--- config.mk ---
export PLATFORM = sky130hd
export DESIGN_NAME = lmsr_ctrl
export DESIGN_NICKNAME = d
export VERILOG_FILES = /design/src/rtl/assert_macros.svh /design/src/rtl/lmsr_pkg.sv /design/src/rtl/lmsr_ctrl.sv
export SDC_FILE = /design/constraint.sdc
export NUM_CORES = 1
export LEC_CHECK = 0
export BUFFER_PORTS_ARGS = -buffer_cell sky130_fd_sc_hd__buf_2
export CELL_PAD_IN_SITES_DETAIL_PLACEMENT = 1
export CELL_PAD_IN_SITES_GLOBAL_PLACEMENT = 1
export CORE_AREA = 3 3 40 42
export DETAILED_ROUTE_END_ITERATION = 12
export DIE_AREA = 0 0 43 45
export PLACE_DENSITY_LB_ADDON = 0.1
export SETUP_SLACK_MARGIN = 0.3
export SLEW_MARGIN = 20
export SYNTH_ARGS = -nofsm -noshare
export SYNTH_HDL_FRONTEND = slang
export SYNTH_SLANG_ARGS = --single-unit
--- constraint.sdc ---
create_clock -name clk -period 1.1 [get_ports clk]
set_input_delay 0.055 -clock clk [delete_from_list [all_inputs] [get_ports clk]]
set_output_delay 0.055 -clock clk [all_outputs]
set_load 0.05 [all_outputs]
--- src/rtl/assert_macros.svh ---
// assertion helpers used by the top-level rtl file
`ifndef ASSERT_MACROS_SVH
`define ASSERT_MACROS_SVH

`ifndef SYNTH
`define LMSR_ASSERT(label, clk, rst, prop, msg) \
  label: assert property (@(posedge clk) disable iff (rst) prop) else $error(msg);
`define LMSR_ASSERT_NEVER(label, clk, rst, expr, msg) \
  label: assert property (@(posedge clk) disable iff (rst) !(expr)) else $error(msg);
`else
`define LMSR_ASSERT(label, clk, rst, prop, msg)
`define LMSR_ASSERT_NEVER(label, clk, rst, expr, msg)
`endif

`endif

--- src/rtl/lmsr_pkg.sv ---
`timescale 1ns / 1ps

package lmsr_pkg;

  localparam int COLUMNS_DEF   = 96;
  localparam int LINES_DEF     = 64;
  localparam int SCAN_ROWS_DEF = 16;

  localparam int COL_W     = 7;
  localparam int LINE_W    = 6;
  localparam int ROW_SEL_W = 4;

  // stored active-low, so a dark byte is all ones
  localparam logic [7:0] DARK_BYTE = 8'hFF;

  localparam logic [1:0] FUNC_WRITE = 2'd0;
  localparam logic [1:0] FUNC_READ  = 2'd1;
  localparam logic [1:0] FUNC_SWAP  = 2'd2;
  localparam logic [1:0] FUNC_TICK  = 2'd3;

  typedef struct packed {
    logic              colour;
    logic [COL_W-1:0]  col;
    logic [LINE_W-1:0] line;
    logic              lit;
  } item_t;

  typedef struct packed {
    logic                 kind;
    logic [7:0]           red_bits;
    logic [7:0]           green_bits;
    logic [ROW_SEL_W-1:0] row_select;
    logic                 latch_last;
    logic                 pixel_lit;
    logic                 swap_pending;
  } result_t;

  typedef struct packed {
    logic clear_step;
    logic load_item;
    logic swap_req;
    logic pix_read;
    logic pix_user;
    logic pix_write;
    logic answer;
    logic scan_start;
    logic scan_issue;
  } dp_cmd_t;

  typedef struct packed {
    logic clear_last;
    logic out_free;
    logic scan_last;
  } dp_status_t;

endpackage

--- src/rtl/lmsr_ctrl.sv ---
`timescale 1ns / 1ps

module lmsr_ctrl (
  input  logic                 clk,
  input  logic                 rst,
  input  logic                 s_tvalid,
  input  logic [1:0]           func,
  input  lmsr_pkg::dp_status_t status,
  output logic                 s_tready,
  output lmsr_pkg::dp_cmd_t    cmd
);

  localparam logic [2:0] ST_CLEAR  = 3'd0;
  localparam logic [2:0] ST_IDLE   = 3'd1;
  localparam logic [2:0] ST_WR_RD  = 3'd2;
  localparam logic [2:0] ST_WR_WB  = 3'd3;
  localparam logic [2:0] ST_RD_RD  = 3'd4;
  localparam logic [2:0] ST_RD_ANS = 3'd5;
  localparam logic [2:0] ST_SCAN   = 3'd6;

  logic [2:0] state;
  logic [2:0] state_next;

  always_ff @(posedge clk) begin
    if (rst) begin
      state <= ST_CLEAR;
    end else begin
      state <= state_next;
    end
  end

  always_comb begin
    cmd        = '0;
    s_tready   = 1'b0;
    state_next = state;
    case (state)
      ST_CLEAR: begin
        cmd.clear_step = 1'b1;
        if (status.clear_last) begin
          state_next = ST_IDLE;
        end
      end
      ST_IDLE: begin
        s_tready = 1'b1;
        if (s_tvalid) begin
          cmd.load_item = 1'b1;
          case (func)
            lmsr_pkg::FUNC_WRITE: state_next = ST_WR_RD;
            lmsr_pkg::FUNC_READ:  state_next = ST_RD_RD;
            lmsr_pkg::FUNC_SWAP:  cmd.swap_req = 1'b1;
            lmsr_pkg::FUNC_TICK: begin
              cmd.scan_start = 1'b1;
              state_next     = ST_SCAN;
            end
            default: state_next = ST_IDLE;
          endcase
        end
      end
      // read-modify-write of one byte in the user half
      ST_WR_RD: begin
        cmd.pix_read = 1'b1;
        cmd.pix_user = 1'b1;
        state_next   = ST_WR_WB;
      end
      ST_WR_WB: begin
        cmd.pix_write = 1'b1;
        cmd.pix_user  = 1'b1;
        state_next    = ST_IDLE;
      end
      ST_RD_RD: begin
        cmd.pix_read = 1'b1;
        state_next   = ST_RD_ANS;
      end
      ST_RD_ANS: begin
        if (status.out_free) begin
          cmd.answer = 1'b1;
          state_next = ST_IDLE;
        end
      end
      ST_SCAN: begin
        if (status.out_free) begin
          cmd.scan_issue = 1'b1;
          if (status.scan_last) begin
            state_next = ST_IDLE;
          end
        end
      end
      default: state_next = ST_IDLE;
    endcase
  end

endmodule

==> results of run 1 <==
==> Yosys cell counts, drive strengths merged <==
cell | instances | area (um2)
nand3 | 1 | 5.00
nand2 | 2 | 7.51
and2b | 2 | 18.8
and2 | 1 | 6.26
and3 | 3 | 18.8
a22oi | 1 | 12.5
buf | 2 | 12.5
a21boi | 1 | 7.51
nor2 | 1 | 3.75
nor3 | 3 | 15.0
and4bb | 1 | 16.3
a2111oi | 1 | 15.0
and3b | 1 | 8.76
nand2b | 1 | 6.26
xnor2 | 1 | 8.76
or2b | 1 | 7.51
o21ai | 1 | 5.00
nor2b | 1 | 6.26
a31o | 1 | 8.76
a221oi | 1 | 8.76
inv | 1 | 3.75
a211oi | 2 | 20.0
dfxtp | 3 | 60.1
a21oi | 1 | 8.76
==> per-layer routing <==
| metal | track usage, % | routed length (um) |
|---|---|---|
| met5 | 0 | 0 |
| met2 | 29.9 | 686 |
| met1 | 12.2 | 424 |
| met4 | 7.83 | 27 |
| met3 | 2.39 | 48 |
==> layout by cell type, fill, tap and decap left out, types with 2 or more instances in the layout <==
cell type,Yosys,final
and3_4,0,2
buf_2,1,7
buf_4,1,7
buf_6,0,9
buf_8,0,3
clkbuf_4,0,3
nand2_1,2,2
nor3_4,0,2
==> final timing paths <==
check	slack (ns)	depth (start not counted)	startpoint	to
max	-0.22	3	state[1]	cmd[1]
min	0.03	2	rst	state[1]
max reg2reg	-0.03	5	state[1]	state[1]
min reg2reg	0.56	2	state[0]	state[1]
==> power by group <==
| part | switching [uW] | leakage [uW] | internal, uW | total, uW |
|---|---|---|---|---|
| Sequential | 12.2 | 0.0000256 | 119 | 131 |
| Clock | 75.7 | 0.0000150 | 137 | 213 |
| Combinational | 173 | 0.000225 | 139 | 312 |
| Total | 261 | 0.000265 | 395 | 656 |
==> worst max-delay path: cells and delay by family, from the launching register on <==
kind / cells / cell delay, ns
flip-flops: 1 / 0.33
buffers and inverters: 1 / 0.15
AND/OR/NAND/NOR: 2 / 0.54
==> cells by family (layout without fill, tap and decap cells) <==
kind of cell    count (synthesis)  count (layout)
simple gates                   18              18
xor+xnor                        1               1
buf+inv                         3              31
flops                           3               3
compound gates                  9               9
==> through the flow <==
step / utilization (%) / power, uW / area [um2]
CTS: 47.8 / 664 / 614
global placement: 37.9 / 391 / 487
global route: 47.8 / 685 / 614
finish: 47.8 / 656 / 614
floorplan: - / 321 / 349
detailed placement: 37.9 / 397 / 487
==> timing repair <==
action                                  4_1_cts  5_1_grt
pin swaps                                     3        0
hold endpoints to repair                      0        0
gates cloned                                  0        0
setup buffers                                 2        0
resized for setup                            28        0
endpoints found under the setup margin       13       13
==> layout make-up <==
cell class / count / area [um2]
fill: 150 / 671
multi-input combinational: 28 / 267
timing repair buffer: 26 / 234
sequential: 3 / 65.1
clock buffer: 4 / 26.3
tap: 15 / 18.8
inverter: 1 / 3.75
==> results by group, run 1 <==
Timing
  – Slew at the pin closest to its max-slew limit: 0.271 ns
  – Unrepaired setup endpoints after global routing: true
  – Setup TNS: -1.43 ns
  – Clock Skew: 0.000349 ns
  – Peak Freq: 755 MHz
  – Final hold viol count: 0
  – Final WS setup: -0.225 ns
  – Final hold slack: 0.0268 ns
  – Max Slew Vio Count: 0
  – Slew HR: 81.8%
  – Min cycle time layout: 1.32 ns
  – Crit share post-route: 120%
  – Final setup viols: 13

Global routing
  – Initial antenna violation count: 0
  – Wire length of the first global-routing pass: 1990 um
  – Gr usage total: 14.1%
  – Grt total ovfl: 0
  – Largest net degree at the start of global routing: 8
  – Vias in the first global route: 459

Floorplanning
  – Row cnt: 13
  – Die area: 1940 um2
  – Die Wd: 43 um
  – Die height: 45 um
  – I/O pin count: 18
  – Core ar.: 1280 um2
  – Initial Util: 22.7%

Finish
  – Area grow syn2layout: 111%
  – # diodes: 0
  – Reg with most FFs: state
  – Max reg flops: 3
  – Fin nets: 71
  – Regs by FF count: state x3
  – Post-Layout Cell Count: 77
  – Proportion of layout cells with a drive suffix above 1: 79.0%

Power and ir drop
  – PD cells: 1070 nW/um2
  – Total leakage power: 0.000265 uW
  – VDD IR-drop max: 364 uV

Worst setup path
  – CP Data Arrival Time: 1.27 ns
  – Worst path required time: 1.04 ns
  – Worst setup SP type: register
  – CP max stage delay: 0.35 ns
  – Slowest CP cell: and4bb_4
  – Largest fanout on the critical path: 4
  – Worst-path cell chain: and4bb_4 > and3_2 > buf_6
  – CP Capture Type: output port
  – Worst Setup Path Type: register to output port

Yosys
  – Syn nets: 42
  – XOR/XNOR share of the synthesized area: 3.00%
  – Syn_area_per_cell: 8.57 um2
  – Compound-cell area share of the yosys netlist: 29.6%
  – Synth Area in Simple Gates: 41.2%
  – Main combinational cell family by area after synthesis: simple AND/OR/NAND/NOR gates
  – Gate count of the mapped netlist: 34
  – Cell area after synthesis: 292 um2
  – Distinct cells, synth: 27
  – Mux share of post-synthesis cell area: 0%
  – Synth warn: 0
  – FF+latch count, synth: 3
  – Sequential area share after synthesis: 20.6%
  – Post-synthesis adder-cell area fraction: 0%

Clocking
  – Total CTS buffers: 3
  – CTS tree: yes
  – CTS H-Tree Depth: 1
  – CTS sink count: 3
  – Clock Latency Late Sink: 0.24 ns
  – CTS clk-pin slew, worst paths: 0.04 ns
  – # hold bufs at CTS: 0
  – Clock Path Buffers: 2
  – Root Driver: clkbuf_4

Outcome
  – Status: finished, violations left
  – Failing checks: setup timing

Worst hold path
  – Worst hold path type: input port to register

Placed design
  – Post-DP HPWL: 874 um
  – Placer Congestion: 0.804
  – PortBufs: 17
  – Pre-CTS WS: -0.0574 ns
  – Dpl cells: 71

Detailed routing
  – Total Wirelength: 1190 um
  – Residual DRC: 0
  – DR vias: 394
  – WL/cell: 15.4 um
  – DR pass1 iterations: 2
  – Antenna-violating nets left: 0
  – Drt via density: 5.12
  – Initial DRC count: 1

Job
  – Max_cap viols: 0
Note: power is estimated with default switching activity, not from simulation.
==> run 2, diff against run 1 <==
Settings changed: CELL_PAD_IN_SITES_DETAIL_PLACEMENT 1 to default, CELL_PAD_IN_SITES_GLOBAL_PLACEMENT 1 to default, PLACE_DENSITY_LB_ADDON 0.1 to default.
==> results by group, run 2 (synthesized netlist as in run 1, its figures left out) <==
Outcome
  – Status: finished, violations left
  – Failing checks: setup timing

Placed design
  – Post-DP HPWL: 680 um (-22%)
  – DP Area: 472 um2 (-3.1%)
  – Placer Congestion: 0.874 (+8.8%)
  – PortBufs: 17 (unchanged)

Detailed routing
  – Antenna-violating nets left: 0 (unchanged)
  – Drt via density: 4.83 (-5.6%)
  – Total Wirelength: 988 um (-17%)
  – DR vias: 396 (+0.51%)
  – DR pass1 iterations: 2 (unchanged)
  – WL/cell: 12.0 um (-22%)
  – Initial DRC count: 8 (+7)
  – Residual DRC: 0 (unchanged)

Timing
  – Final WS setup: -0.208 ns (+0.0170 ns)
  – Final setup viols: 13 (unchanged)
  – Slew HR: 82.0% (+0.15 points)
  – Peak Freq: 765 MHz (+1.3%)
  – Final hold viol count: 0 (unchanged)
  – Slew at the pin closest to its max-slew limit: 0.269 ns (-0.00217 ns)
  – Max Slew Vio Count: 0 (unchanged)
  – Unrepaired setup endpoints after global routing: true
  – Clock Skew: 0.00162 ns (+0.00127 ns)
  – Min cycle time layout: 1.31 ns (-0.0170 ns)
  – Crit share post-route: 119% (-1.5 points)

Clocking
  – Total CTS buffers: 3 (unchanged)
  – Clock Latency Late Sink: 0.23 ns (about the same)
  – CTS H-Tree Depth: 1 (unchanged)
  – Clock Path Buffers: 2 (unchanged)
  – CTS sink count: 3 (unchanged)
  – # hold bufs at CTS: 0 (unchanged)
  – CTS tree: yes
  – CTS clk-pin slew, worst paths: 0.04 ns (about the same)
  – Root Driver: clkbuf_4

Finish
  – Regs by FF count: state x3
  – # diodes: 0 (unchanged)
  – Final core utilization: 53.0% (+5.2 points)
  – Max reg flops: 3 (unchanged)
  – Commonest non-fill, non-tap cell in the layout: buf_4
  – Sequential cell area: 68.8 um2 (+5.8%)
  – Fillers: 132 (-12%)
  – Most frequent cells in the layout: buf_4 (10), buf_6 (8), buf_2 (7)
  – Area grow syn2layout: 133%
  – Fin nets: 76 (+7.0%)
  – Proportion of layout cells with a drive suffix above 1: 80.6% (+1.6 points)
  – Final Cell Area: 681 um2 (+11%)
  – Reg with most FFs: state
  – Footprint of the multi-input gates: 273 um2 (+2.3%)

Floorplanning
  – Row cnt: 13 (unchanged)
  – Die height: 45 um (unchanged)
  – I/O pin count: 18 (unchanged)
  – Die area: 1940 um2 (unchanged)
  – Die Wd: 43 um (unchanged)
  – Core ar.: 1280 um2 (unchanged)
  – Initial Util: 22.7% (unchanged)

Global routing
  – Wire length of the first global-routing pass: 1660 um (-17%)
  – Initial antenna violation count: 0 (unchanged)
  – GRT met2 Usage: 20.1% (-9.9 points)
  – Routing usage on met3: 5.18% (+2.8 points)
  – Vias in the first global route: 381 (-17%)
  – Grt total ovfl: 0 (unchanged)
  – Busiest grt layer: met2
  – Gr usage total: 11.6% (-2.5 points)
  – Routing usage on met1: 13.7% (+1.4 points)
  – Largest net degree at the start of global routing: 8 (unchanged)

Worst setup path
  – Largest fanout on the critical path: 6 (+2)
  – Worst Setup Path Type: register to output port
  – CP Data Arrival Time: 1.25 ns (-0.02 ns)
  – CP Capture Type: output port
  – Worst path required time: 1.04 ns (about the same)
  – Worst setup SP type: register

Power and ir drop
  – PD cells: 973 nW/um2 (-8.9%)
  – Psw: 245 uW (-6.1%)
  – Total leakage power: 0.000299 uW (+13%)
  – VDD IR-drop max: 555 uV (+52%)
  – Comb pwr share: 51.3% (+3.7 points)
  – Pint: 417 uW (+5.7%)
  – Clk network pwr share: 29.0% (-3.4 points)
  – Switch share: 37.0% (-2.8 points)
  – Sequential Power Share: 19.7% (-0.2 points)

Worst hold path
  – Worst hold path type: input port to register

Job
  – Max_cap viols: 0 (unchanged)
[run 2: cell count changes in the layout (fill, tap and decap cells not counted)]
cell,before,now
dfxtp_1,1,0
a221oi_1,1,0
a21boi_2,1,0
inv_1,0,1
and3_2,1,0
a221oi_2,0,1
and3_4,2,3
buf_6,9,8
inv_2,1,0
buf_8,3,6
dfxtp_4,1,2
buf_4,7,10
a21boi_1,0,1
[run 2: power groups by stage]
stage / logic (uW) / clock network [uW] / registers, uW
floorplan: 190 / 0 / 131
global placement: 250 / 0 / 131
CTS: 315 / 200 / 129
global route: 362 / 206 / 131
finish: 340 / 192 / 130
detailed placement: 251 / 0 / 132
[run 2: what timing repair did]
item	4_1_cts	5_1_grt
setup buffers	6	3
setup endpoints to repair	13	13
pin swaps	5	3
cloned	0	0
resized for setup	29	6
[run 2: routing by layer]
layer  vias to the layer above  wire [um]
met4                         0          4
met5                         -          0
met2                        17        533
met3                         2         65
li1                        194          -
met1                       183        383
[run 2: final cells by class]
class	instances	share of cell area [%]
multi-input cells	28	40.1
flip-flops and latches	3	10.1
well taps	15	2.76
clock buffers	4	3.86
repair buffers	31	42.6
inverters	1	0.551
[run 2: worst max-delay path, stage by stage, from the launching register on]
cell and delay, ns:
dfxtp_4 0.35, and4bb_4 0.32, and3b_2 0.19, buf_6 0.15
[run 2: metrics by stage]
step	TNS (ns)	setup WS [ns]	instances	hold WS (ns)	total power, uW
after global routing	-1.81	-0.249	82	0.0525	699
after floorplan	-0.291	-0.0993	34	0.124	321
after global placement	-0.411	-0.107	69	0.283	381
after detailed placement	-0.511	-0.128	69	0.282	383
final	-1.19	-0.208	82	0.0410	662
after CTS	-1.15	-0.202	79	0.0342	644
[run 2: path summary, 6_finish.rpt]
check / start / endpoint / slack [ns] / depth (start not counted)
setup / recovery: state[1] / cmd[6] / -0.21 / 3
hold / removal: rst / state[0] / 0.04 / 2
setup reg to reg: state[1] / state[1] / -0.03 / 5
hold reg to reg: state[1] / state[2] / 0.48 / 1
==> run 3, diff against run 2 <==
Clock period 1.1 ns to 1.45 ns, I/O delays scaled along.
==> results by group, run 3 (synthesized netlist as in run 1, its figures left out) <==
Floorplanning
  – Die area: 1940 um2 (unchanged)
  – Core ar.: 1280 um2 (unchanged)
  – Die Wd: 43 um (unchanged)
  – I/O pin count: 18 (unchanged)
  – Die height: 45 um (unchanged)
  – Initial Util: 22.7% (unchanged)
  – Row cnt: 13 (unchanged)

Timing
  – Slew at the pin closest to its max-slew limit: 0.260 ns (-0.00904 ns)
  – Unrepaired setup endpoints after global routing: true
  – Min cycle time layout: 1.37 ns
  – Clock Skew: 0.000445 ns (-0.00117 ns)
  – Max Slew Vio Count: 0 (unchanged)
  – Slew HR: 82.6% (+0.68 points)
  – Final WS setup: 0.0834 ns (+0.291 ns)
  – Final setup viols: 0 (-13)
  – Crit share post-route: 94.2%
  – Setup TNS: 0 ns (+1.19 ns)
  – Final hold viol count: 0 (unchanged)
  – Peak Freq: 732 MHz

Clocking
  – Clock Path Buffers: 2 (unchanged)
  – CTS clk-pin slew, worst paths: 0.04 ns (about the same)
  – Total CTS buffers: 3 (unchanged)
  – # hold bufs at CTS: 0 (unchanged)
  – CTS sink count: 3 (unchanged)
  – Clock Latency Late Sink: 0.24 ns (about the same)
  – Root Driver: clkbuf_4
  – CTS tree: yes
  – CTS H-Tree Depth: 1 (unchanged)

Worst setup path
  – Slowest CP cell: dfxtp_4
  – Worst setup SP type: register
  – Worst path required time: 1.38 ns (+0.34 ns)
  – CP max stage delay: 0.36 ns (about the same)
  – Worst-path cell chain: and4bb_4 > and3b_2 > buf_8
  – CP Capture Type: output port
  – CP Data Arrival Time: 1.29 ns (+0.04 ns)
  – Worst Setup Path Type: register to output port
  – Largest fanout on the critical path: 5 (-1)

Global routing
  – Largest net degree at the start of global routing: 8 (unchanged)
  – Wire length of the first global-routing pass: 1890 um (+14%)
  – Initial antenna violation count: 0 (unchanged)
  – Gr usage total: 13.1% (+1.4 points)
  – Vias in the first global route: 423 (+11%)
  – Grt total ovfl: 0 (unchanged)

Placed design
  – Placer Congestion: 0.810 (-7.4%)
  – PortBufs: 17 (unchanged)
  – DP Area: 429 um2 (-9.0%)
  – Pre-CTS WS: 0.107 ns (+0.236 ns)
  – Post-DP HPWL: 576 um (-15%)

Detailed routing
  – DR vias: 419 (+5.8%)
  – Drt via density: 4.87 (+0.89%)
  – Antenna-violating nets left: 0 (unchanged)
  – Total Wirelength: 1180 um (+19%)
  – WL/cell: 13.7 um (+13%)
  – Residual DRC: 0 (unchanged)
  – DR pass1 iterations: 4 (+2)
  – Initial DRC count: 5 (-3)

Finish
  – Most frequent cells in the layout: buf_6 (14), buf_2 (8), buf_4 (7)
  – Regs by FF count: state x3
  – Final Cell Area: 754 um2 (+11%)
  – Max reg flops: 3 (unchanged)
  – Sequential cell area: 71.3 um2 (+3.6%)
  – Fin nets: 80 (+5.3%)
  – Area grow syn2layout: 159%
  – Reg with most FFs: state
  – # diodes: 0 (unchanged)
  – Fillers: 105 (-20%)
  – Commonest non-fill, non-tap cell in the layout: buf_6
  – Proportion of layout cells with a drive suffix above 1: 83.1% (+2.5 points)
  – Footprint of the multi-input gates: 294 um2 (+7.8%)

Worst hold path
  – Worst hold path type: input port to register

Outcome
  – Status: finished, final reports clean

Power and ir drop
  – Total leakage power: 0.000326 uW (+9.3%)
  – VDD IR-drop max: 337 uV (-39%)
  – PD cells: 709 nW/um2 (-27%)

Job
  – Max_cap viols: 0 (unchanged)
run 3: worst paths after layout:
check / startpoint / to / slack [ns] / depth (start not counted)
min reg2reg: state[0] / state[1] / 0.55 / 2
min: rst / state[2] / 0.05 / 2
max reg2reg: state[1] / state[2] / 0.16 / 6
max: state[1] / cmd[6] / 0.08 / 3
run 3: repair_timing:
item,4_1_cts,5_1_grt
endpoints found under the setup margin,13,13
pin swaps,6,9
resized for setup,40,9
buffers inserted,12,5
run 3: worst max-delay path, delay by kind of cell (launching register included):
family	cells	cell delay, ns
DFF	1	0.36
buffers and inverters	1	0.14
and+or+nand+nor	2	0.55
run 3: layer usage:
layer / vias up / track usage, % / routed length (um)
li1: 201 / - / -
met1: 199 / 15.1 / 474
met2: 17 / 24.6 / 615
met3: 2 / 0 / 72
met4: 0 / 7.23 / 14
met5: - / 0 / 0
run 3: layout make-up:
| type | count | share of cell area, % |
|---|---|---|
| Tap cell | 15 | 2.49 |
| Inverter | 1 | 0.498 |
| Multi-Input combinational cell | 28 | 39.0 |
| Sequential cell | 3 | 9.45 |
| Clock buffer | 4 | 3.48 |
| Timing Repair Buffer | 35 | 45.1 |
run 3: power by group:
group / internal [uW] / switching [uW]
clock network: 104 / 52.3
registers: 88.3 / 11.4
logic: 137 / 142
total: 329 / 205
run 3: through the flow:
stage	util (%)	hold WS [ns]	power, uW	instances
after detailed placement	33.4	0.284	272	65
after CTS	53.0	0.0257	502	81
after global placement	33.4	0.289	272	65
after global routing	58.7	0.0595	553	86
after floorplan	-	0.137	233	34
final	58.7	0.0461	535	86
